<file path="src/hw/rtl/shtm_pkg.sv">
// Shared types and constants for the two-wire humidity sensor master.
// Used by shtm_seq and two_wire_humidity_sensor_master_top; no dependencies.
package shtm_pkg;

    // Configuration reset values
    localparam logic [7:0]  CLK_HIGH_RST = 8'd5;
    localparam logic [31:0] TIMEOUT_RST  = 32'd4294836225;

    // Register indexes on the configuration port (paddr[2])
    localparam logic REG_CLK_HIGH = 1'b0;
    localparam logic REG_TIMEOUT  = 1'b1;

    // Action codes
    localparam logic [1:0] ACT_NONE     = 2'd0;
    localparam logic [1:0] ACT_HUMIDITY = 2'd1;
    localparam logic [1:0] ACT_TEMP     = 2'd2;
    localparam logic [1:0] ACT_CONN_RST = 2'd3;

    // Sensor commands
    localparam logic [7:0] CMD_HUMIDITY = 8'h05;
    localparam logic [7:0] CMD_TEMP     = 8'h03;

    // Sequence phases
    localparam logic [4:0] PH_IDLE     = 5'd0;
    localparam logic [4:0] PH_RST_HI   = 5'd1;
    localparam logic [4:0] PH_RST_LO   = 5'd2;
    localparam logic [4:0] PH_TS_A     = 5'd3;
    localparam logic [4:0] PH_TS_B     = 5'd4;
    localparam logic [4:0] PH_TS_C     = 5'd5;
    localparam logic [4:0] PH_TS_D     = 5'd6;
    localparam logic [4:0] PH_TS_E     = 5'd7;
    localparam logic [4:0] PH_TS_F     = 5'd8;
    localparam logic [4:0] PH_TS_G     = 5'd9;
    localparam logic [4:0] PH_WR_HI    = 5'd10;
    localparam logic [4:0] PH_WR_LO    = 5'd11;
    localparam logic [4:0] PH_ACK_NOP  = 5'd12;
    localparam logic [4:0] PH_ACK_HOLD = 5'd13;
    localparam logic [4:0] PH_WAIT     = 5'd14;
    localparam logic [4:0] PH_RD_HI    = 5'd15;
    localparam logic [4:0] PH_RD_LO    = 5'd16;
    localparam logic [4:0] PH_RD_ACK   = 5'd17;

    localparam int RESULT_W = 32;

    typedef struct packed {
        logic [7:0]  clk_high;
        logic [31:0] timeout;
    } t_cfg;

    // Packed so that the last field lands in the lowest bit
    typedef struct packed {
        logic [1:0]  pad;
        logic [1:0]  error_count;
        logic [7:0]  checksum_byte;
        logic [15:0] measured_value;
        logic        done_res;
        logic        busy_res;
        logic        data_released;
        logic        clock_line;
    } t_result;

endpackage

</file>
<file path="src/hw/rtl/shtm_seq.sv">
// Bus sequencer: phase state, tick counter and read shifter, one tick per step.
// Depends on shtm_pkg.
module shtm_seq
    import shtm_pkg::*;
(
    input  logic       i_clk,
    input  logic       i_rst_n,
    input  logic       i_step,
    input  logic [1:0] i_action,
    input  logic       i_din,
    input  t_cfg       i_cfg,
    output t_result    o_result
);

    logic [4:0]  r_phase, n_phase;
    logic [31:0] r_tick,  n_tick;
    logic [3:0]  r_bit,   n_bit;
    logic [1:0]  r_byte,  n_byte;
    logic [7:0]  r_shift, n_shift;
    logic [23:0] r_recv,  n_recv;
    logic [1:0]  r_err,   n_err;

    logic [31:0] long_len;
    logic [31:0] wait_len;
    logic [31:0] ph_len;
    logic [4:0]  cur;
    logic        ends;
    logic        clk_lv;
    logic        dat_lv;
    logic        busy;
    logic        done;

    assign long_len = (i_cfg.clk_high == 8'd0) ? 32'd1 : {24'd0, i_cfg.clk_high};
    assign wait_len = (i_cfg.timeout == 32'd0) ? 32'd1 : i_cfg.timeout;

    always_comb begin
        n_phase = r_phase;
        n_tick  = r_tick;
        n_bit   = r_bit;
        n_byte  = r_byte;
        n_shift = r_shift;
        n_recv  = r_recv;
        n_err   = r_err;
        clk_lv  = 1'b0;
        dat_lv  = 1'b1;
        busy    = 1'b0;
        done    = 1'b0;
        ends    = 1'b0;
        ph_len  = 32'd2;

        // Launch a new sequence from idle
        if (r_phase == PH_IDLE && i_action != ACT_NONE) begin
            n_bit  = 4'd0;
            n_byte = 2'd0;
            n_tick = 32'd0;
            if (i_action == ACT_CONN_RST) begin
                n_shift = 8'd0;
                n_phase = PH_RST_HI;
            end else begin
                n_shift = (i_action == ACT_HUMIDITY) ? CMD_HUMIDITY : CMD_TEMP;
                n_err   = 2'd0;
                n_phase = PH_TS_A;
            end
        end

        cur = n_phase;

        if (cur != PH_IDLE) begin
            busy = 1'b1;

            unique case (cur)
                PH_TS_D, PH_WR_HI, PH_RD_LO, PH_RD_ACK: ph_len = long_len;
                PH_WR_LO, PH_ACK_NOP, PH_RD_HI:         ph_len = 32'd1;
                PH_ACK_HOLD:                            ph_len = 32'd3;
                PH_WAIT:                                ph_len = wait_len;
                default:                                ph_len = 32'd2;
            endcase
            ends = ({1'b0, n_tick} + 33'd1) >= {1'b0, ph_len};

            unique case (cur)
                PH_RST_HI, PH_TS_B, PH_TS_F, PH_ACK_NOP, PH_ACK_HOLD, PH_RD_HI: begin
                    clk_lv = 1'b1;
                end
                PH_TS_C, PH_TS_E: begin
                    clk_lv = 1'b1;
                    dat_lv = 1'b0;
                end
                PH_TS_D: dat_lv = 1'b0;
                PH_WR_HI, PH_WR_LO: begin
                    clk_lv = (cur == PH_WR_HI);
                    dat_lv = n_shift[3'd7 - n_bit[2:0]];
                end
                PH_RD_ACK: begin
                    clk_lv = 1'b1;
                    dat_lv = (n_byte >= 2'd2);
                end
                default: ;
            endcase

            // Acknowledge sampled on the first hold tick
            if (cur == PH_ACK_HOLD && n_tick == 32'd0 && i_din && n_err != 2'd3)
                n_err = n_err + 2'd1;
            if (cur == PH_RD_HI)
                n_shift = {n_shift[6:0], i_din};
            if (cur == PH_WAIT) begin
                if (!i_din)
                    ends = 1'b1;
                else if (ends && n_err != 2'd3)
                    n_err = n_err + 2'd1;
            end

            if (!ends) begin
                n_tick = n_tick + 32'd1;
            end else begin
                n_tick = 32'd0;
                unique case (cur)
                    PH_RST_HI: n_phase = PH_RST_LO;
                    PH_RST_LO: begin
                        n_bit = n_bit + 4'd1;
                        if (n_bit >= 4'd9) begin
                            n_bit   = 4'd0;
                            n_phase = PH_TS_A;
                        end else begin
                            n_phase = PH_RST_HI;
                        end
                    end
                    PH_TS_A: n_phase = PH_TS_B;
                    PH_TS_B: n_phase = PH_TS_C;
                    PH_TS_C: n_phase = PH_TS_D;
                    PH_TS_D: n_phase = PH_TS_E;
                    PH_TS_E: n_phase = PH_TS_F;
                    PH_TS_F: n_phase = PH_TS_G;
                    PH_TS_G: begin
                        n_bit   = 4'd0;
                        // connection reset carries no command
                        n_phase = (n_shift == 8'd0) ? PH_IDLE : PH_WR_HI;
                    end
                    PH_WR_HI: n_phase = PH_WR_LO;
                    PH_WR_LO: begin
                        n_bit = n_bit + 4'd1;
                        if (n_bit >= 4'd8) begin
                            n_bit   = 4'd0;
                            n_phase = PH_ACK_NOP;
                        end else begin
                            n_phase = PH_WR_HI;
                        end
                    end
                    PH_ACK_NOP:  n_phase = PH_ACK_HOLD;
                    PH_ACK_HOLD: n_phase = PH_WAIT;
                    PH_WAIT: begin
                        n_bit   = 4'd0;
                        n_byte  = 2'd0;
                        n_shift = 8'd0;
                        n_phase = PH_RD_HI;
                    end
                    PH_RD_HI: n_phase = PH_RD_LO;
                    PH_RD_LO: begin
                        n_bit = n_bit + 4'd1;
                        if (n_bit >= 4'd8) begin
                            n_bit   = 4'd0;
                            n_phase = PH_RD_ACK;
                        end else begin
                            n_phase = PH_RD_HI;
                        end
                    end
                    PH_RD_ACK: begin
                        n_recv  = {n_recv[15:0], n_shift};
                        n_shift = 8'd0;
                        n_byte  = n_byte + 2'd1;
                        if (n_byte >= 2'd3) begin
                            n_byte  = 2'd0;
                            done    = 1'b1;
                            n_phase = PH_IDLE;
                        end else begin
                            n_phase = PH_RD_HI;
                        end
                    end
                    default: n_phase = PH_IDLE;
                endcase
            end
        end

        o_result.pad            = 2'd0;
        o_result.error_count    = n_err;
        o_result.checksum_byte  = n_recv[7:0];
        o_result.measured_value = n_recv[23:8];
        o_result.done_res       = done;
        o_result.busy_res       = busy;
        o_result.data_released  = dat_lv;
        o_result.clock_line     = clk_lv;
    end

    always_ff @(posedge i_clk) begin
        if (!i_rst_n) begin
            r_phase <= PH_IDLE;
            r_tick  <= 32'd0;
            r_bit   <= 4'd0;
            r_byte  <= 2'd0;
            r_shift <= 8'd0;
            r_recv  <= 24'd0;
            r_err   <= 2'd0;
        end else if (i_step) begin
            r_phase <= n_phase;
            r_tick  <= n_tick;
            r_bit   <= n_bit;
            r_byte  <= n_byte;
            r_shift <= n_shift;
            r_recv  <= n_recv;
            r_err   <= n_err;
        end
    end

endmodule

</file>
<file path="src/hw/rtl/two_wire_humidity_sensor_master_top.sv">
// Top level of the two-wire sensor master; depends on shtm_pkg and shtm_seq.
// A tick's result is registered when its beat is taken, into the skid entry if stalled.
// Throughput: one tick per cycle while tready is high, set by the single-pass sequencer
// logic; a skid stage keeps input flowing for one beat while the output is stalled.
// Reset (synchronous, active low): sequencer idle, counters and read data zero,
// configuration back to its reset values (CLK_HIGH_RST, TIMEOUT_RST), no result held.
module two_wire_humidity_sensor_master_top
    import shtm_pkg::*;
(
    input  logic        i_clk,
    input  logic        i_rst_n,
    // tdata: [1:0] action, [2] data_line_in, [7:3] zero
    input  logic        s_axis_tvalid,
    output logic        s_axis_tready,
    input  logic [7:0]  s_axis_tdata,
    // tdata: [0] clock_line, [1] data_released, [2] busy_res, [3] done_res,
    //        [19:4] measured_value, [27:20] checksum_byte, [29:28] error_count, [31:30] zero
    output logic        m_axis_tvalid,
    input  logic        m_axis_tready,
    output logic [RESULT_W-1:0] m_axis_tdata,
    input  logic        psel,
    input  logic        penable,
    input  logic        pwrite,
    input  logic [2:0]  paddr,
    input  logic [31:0] pwdata,
    output logic [31:0] prdata,
    output logic        pready
);

    logic [7:0]  r_clk_high;
    logic [31:0] r_timeout;
    t_cfg        cfg;
    logic        cfg_wr;

    logic        r_out_valid;
    t_result     r_out_data;
    logic        r_skid_valid;
    t_result     r_skid_data;
    t_result     step_res;
    logic        in_acc;
    logic        out_take;

    assign pready = 1'b1;
    assign cfg_wr = psel & penable & pwrite & pready;

    always_ff @(posedge i_clk) begin
        if (!i_rst_n) begin
            r_clk_high <= CLK_HIGH_RST;
            r_timeout  <= TIMEOUT_RST;
        end else if (cfg_wr) begin
            unique case (paddr[2])
                REG_CLK_HIGH: r_clk_high <= pwdata[7:0];
                REG_TIMEOUT:  r_timeout  <= pwdata;
                default: ;
            endcase
        end
    end

    always_comb begin
        unique case (paddr[2])
            REG_CLK_HIGH: prdata = {24'd0, r_clk_high};
            REG_TIMEOUT:  prdata = r_timeout;
            default:      prdata = 32'd0;
        endcase
    end

    assign cfg.clk_high = r_clk_high;
    assign cfg.timeout  = r_timeout;

    assign s_axis_tready = ~r_skid_valid;
    assign in_acc        = s_axis_tvalid & s_axis_tready;
    assign out_take      = r_out_valid & m_axis_tready;

    shtm_seq u_seq (
        .i_clk    (i_clk),
        .i_rst_n  (i_rst_n),
        .i_step   (in_acc),
        .i_action (s_axis_tdata[1:0]),
        .i_din    (s_axis_tdata[2]),
        .i_cfg    (cfg),
        .o_result (step_res)
    );

    // Output register with one skid entry behind it
    always_ff @(posedge i_clk) begin
        if (!i_rst_n) begin
            r_out_valid  <= 1'b0;
            r_skid_valid <= 1'b0;
        end else if (out_take) begin
            if (r_skid_valid) begin
                r_out_valid  <= 1'b1;
                r_skid_valid <= 1'b0;
            end else begin
                r_out_valid <= in_acc;
            end
        end else if (in_acc) begin
            if (r_out_valid)
                r_skid_valid <= 1'b1;
            else
                r_out_valid <= 1'b1;
        end
    end

    always_ff @(posedge i_clk) begin
        if (out_take) begin
            if (r_skid_valid)
                r_out_data <= r_skid_data;
            else if (in_acc)
                r_out_data <= step_res;
        end else if (in_acc) begin
            if (r_out_valid)
                r_skid_data <= step_res;
            else
                r_out_data <= step_res;
        end
    end

    assign m_axis_tvalid = r_out_valid;
    assign m_axis_tdata  = r_out_data;

endmodule
</file>
<file path="config.mk">
export PLATFORM = sky130hd
export DESIGN_NAME = two_wire_humidity_sensor_master_top
export DESIGN_NICKNAME = d
export VERILOG_FILES = /design/src/hw/rtl/shtm_pkg.sv /design/src/hw/rtl/shtm_seq.sv /design/src/hw/rtl/two_wire_humidity_sensor_master_top.sv
export SDC_FILE = /design/constraint.sdc
export NUM_CORES = 1
export LEC_CHECK = 0
export BUFFER_PORTS_ARGS = -buffer_cell sky130_fd_sc_hd__buf_2
export CORE_AREA = 2 2 194 196
export CTS_BUF_LIST = sky130_fd_sc_hd__clkbuf_8
export CTS_CLUSTER_DIAMETER = 60
export DETAILED_ROUTE_END_ITERATION = 8
export DIE_AREA = 0 0 196 198
export GPL_TIMING_DRIVEN = 1
export SYNTH_ARGS = -nofsm -noshare
export SYNTH_HDL_FRONTEND = slang
export SYNTH_HIERARCHICAL = 1
export SYNTH_SLANG_ARGS = --single-unit
export TNS_END_PERCENT = 5
</file>
<file path="constraint.sdc">
create_clock -name i_clk -period 6.15 [get_ports i_clk]
set_input_delay 1.23 -clock i_clk [delete_from_list [all_inputs] [get_ports i_clk]]
set_output_delay 1.23 -clock i_clk [all_outputs]
set_load 0.05 [all_outputs]
</file>
==> impl_metrics.ini <==
[sta]
setup_total_negative_slack_ns = 0
fmaxAchievable_mhz = 181
final_report_setup_violation_count = 0
worst_slew_slack_as_a_fraction_of_its_limit = 0.226
slew_violations = 0
post-route-min-period_ns = 5.52
final_hold_slack_ns = 0.479
setup_ws_ns = 0.633
finalCritPeriodShare = 0.897
tightestPinTransition_ns = 1.15
rsz0062_at_grt = false
skew_ns = 0.0196
final-hold-violation-count = 0

[clocking]
clk-insertion-delay-late_ns = 0.50
root_buf_cell = clkbuf_8
cts_sinks = 183
cts.repair.resized = 0
cts_tree = built
max-clock-path-buffers = 2
cts_hold_buffers = 0
ctsHtreeMaxLevel = 4
clkTransAtPathRegs_ns = 0.10
post-cts-setup-buffer-count = 0
cts-buffers-inserted = 17

[synth]
synth_top_flop_cell = dfxtp_1
synthesis.area_um2 = 10200
number_of_flops_mapped_to_enable_cells_by_yosys = 64
synth_compound_gate_area_share = 0.139
synth_warnings = 6
post-synth-top-count-cell = nand2_1
yosys.area.top_type_share = 0.234
dominant_combinational_cell_family_by_area_after_synthesis = simple AND/OR/NAND/NOR gates
netlist_top_cells_area = dfxtp_1, edfxtp_1, nand2_1
fraction_of_registers_with_async_set_or_reset_after_synthesis = 0
syn-mean-instance-area_um2 = 9.28
muxShareOfSynthArea = 0.0871
synthCells = 1096
yosys_register_bits = 183
synth_top_cells_by_count = nand2_1, dfxtp_1, nand3_1, edfxtp_1, o21ai_0
synth_seq_area_share = 0.423
synth.distinct_cells = 80
synthAdderAreaFrac = 0.0467
netlist.top_cell.by_area = dfxtp_1
post_synth_simple_gate_area = 0.229
synthXorXnorAreaFrac = 0.0276

[routing]
wl_met1_mm = 12.7
final_antenna_net_count = 0
routed_len_inst_um = 15.6
dr.max_layer_used = met4
drt_pre_antenna_iters = 5
met3RoutedLength_mm = 1.32
drt-total-wl_mm = 25.8
detail_route.vias_per_cell = 5.08
dr.first_iter.drc_count = 504
post_detailed_route_drc_marker_count = 0
vias = 8435
met2WireLength_mm = 11.3

[global_routing]
grt_overflow_total = 0
antenna_found_initial = 0
grt_first_pass_wirelength_mm = 41.8
grt_use_total = 0.133
first_global_vias = 7980
grt_max_degree = 63

[pwr]
internal_power_mw = 1.87
switching_share = 0.371
clock_power_share = 0.302
pwr-share-comb = 0.251
p_leak_nw = 4.56
power.density_cell_area_nw_per_um2 = 256
seq_power_share = 0.447
vdd_ir_drop_max_uv = 135
power_switching_mw = 1.10

[cells_and_area]
post-route-util = 0.314
finish.net_count = 1260
antenna_cells = 0
post-route-cell-area_um2 = 11600
syn_to_final_growth_pct = 13.9
final_layout_size_suffix_gt1_frac = 0.204

[critical_path]
cell_with_the_largest_stage_delay_on_the_worst_path = mux2_1
endpoint_kind = register
timing.critical_path.cells = buf_2 > nor2_2 > or3_1 > nand2_1 > inv_1 > ha_1 > nand3_1 > nor4_4 > nand4_4 > nor2_1 > nand2_1 > xor2_1 > nor2_1 > ha_1 > a211oi_1 > o211ai_1 > a21oi_1 > nand4_1 > a21oi_4 > or2_1 > buf_12 > mux2_1 > mux2_4
path_buf_inv = 3
path_delay_family = simple AND/OR/NAND/NOR gates
worstPathArrival_ns = 5.76
path_class = in2reg
critPathRequiredTime_ns = 6.39
critical_path_start_type = primary input
cp_max_fanout = 28
cp_slowest_stage_delay_ns = 0.36

[die]
die_height_um = 198
start_util = 0.275
die_area_um2 = 38800
floorplan.rows = 71
core-area_um2 = 37000
die_width_um = 196
boundaryPins = 117

[place]
placement_setup_slack_ns = 0.209
placed_cell_area_um2 = 11100
io_buffers = 108
rd_place_congestion = 0.892
dp.final_hpwl_mm = 18.3

[job]
max_cap_viol_count = 0

[outcome]
run_status = complete, no violations

[worst_hold_path]
worst_hold_path_type = reg2reg
-- tightest hold or removal path, cell delays in order (launching register included) --
cell and delay (ns):
dfxtp_1 0.32, nand3_1 0.05, o21ai_0 0.06
-- power groups by stage --
stage	clock [mW]	sequential, mW	combinational (mW)
2_1_floorplan	0	1.41	0.489
5_1_grt	0.961	1.33	0.806
4_1_cts	0.916	1.33	0.738
3_5_place_dp	0	1.36	0.735
3_3_place_gp	0	1.35	0.733
6_report	0.898	1.33	0.745
-- registers in the layout (all words and copies together) (netlist names), 2 cells and up --
name / flops
r_clk_high: 8
r_skid_data: 32
u_seq/r_err: 2
m_axis_tdata: 32
u_seq/r_bit: 4
u_seq/r_tick: 32
r_timeout: 32
u_seq/r_shift: 8
u_seq/r_phase: 5
u_seq/r_recv: 24
u_seq/r_byte: 2
-- final cells by class --
| type | count | area, um^2 |
|---|---|---|
| Inverter | 17 | 63.8 |
| Clock buffer | 17 | 234 |
| Clock inverter | 15 | 213 |
| Sequential cell | 183 | 4300 |
| Fill cell | 3867 | 25400 |
| Tap cell | 474 | 593 |
| Multi-Input combinational cell | 819 | 5430 |
| Timing Repair Buffer | 134 | 751 |
-- metal layers --
| metal | vias to the layer above | GRT usage |
|---|---|---|
| met5 | - | 0 |
| met4 | 0 | 0.0449 |
| met3 | 30 | 0.0252 |
| met2 | 260 | 0.206 |
| met1 | 3989 | 0.187 |
| li1 | 4156 | - |
-- final timing paths --
check                                              startpoint                       endpoint  slack [ns]  cells past startpoint
worst max-delay path                          s_axis_tdata[0]     m_axis_tdata[16]$_DFFE_PP_        0.63                     23
worst min-delay path            u_seq/r_recv[19]$_SDFFE_PN0P_  u_seq/r_recv[19]$_SDFFE_PN0P_        0.48                      2
worst max register to register  u_seq/r_phase[0]$_SDFFE_PN0P_     m_axis_tdata[16]$_DFFE_PP_        0.75                     20
worst min register to register  u_seq/r_recv[19]$_SDFFE_PN0P_  u_seq/r_recv[19]$_SDFFE_PN0P_        0.48                      2
-- cell usage in the layout, fill, tap and decap left out, types with 5 or more instances in the layout --
cell / instances
a21oi_1: 46
a21oi_2: 5
a22o_1: 26
a22oi_1: 8
a31oi_1: 11
a32o_1: 5
and2_1: 26
and3_1: 7
buf_2: 107
buf_4: 26
clkbuf_8: 17
clkinv_8: 5
dfxtp_1: 119
edfxtp_1: 64
ha_1: 38
inv_1: 16
inv_8: 6
mux2_1: 15
mux2_2: 19
mux2_4: 30
nand2_1: 182
nand3_1: 94
nand4_1: 26
nor2_1: 52
nor2b_1: 6
nor3_1: 12
nor4_1: 20
o21ai_0: 57
or3_1: 11
or4_1: 5
xnor2_1: 14
xor2_1: 18
-- stage by stage --
step,power (mW),std cells
4_1_cts,2.98,1659
5_1_grt,3.10,1659
2_1_floorplan,1.90,1097
3_3_place_gp,2.09,1627
6_report,2.97,1659
3_5_place_dp,2.09,1627
-- cell families after synthesis --
group           count (synthesis)
mux                            68
xor+xnor                       32
fa+ha+maj                      38
compound gates                209
flops                         183
buf+inv                        95
other cells                     2
simple gates                  469
Power figures use the tool's default switching activity.
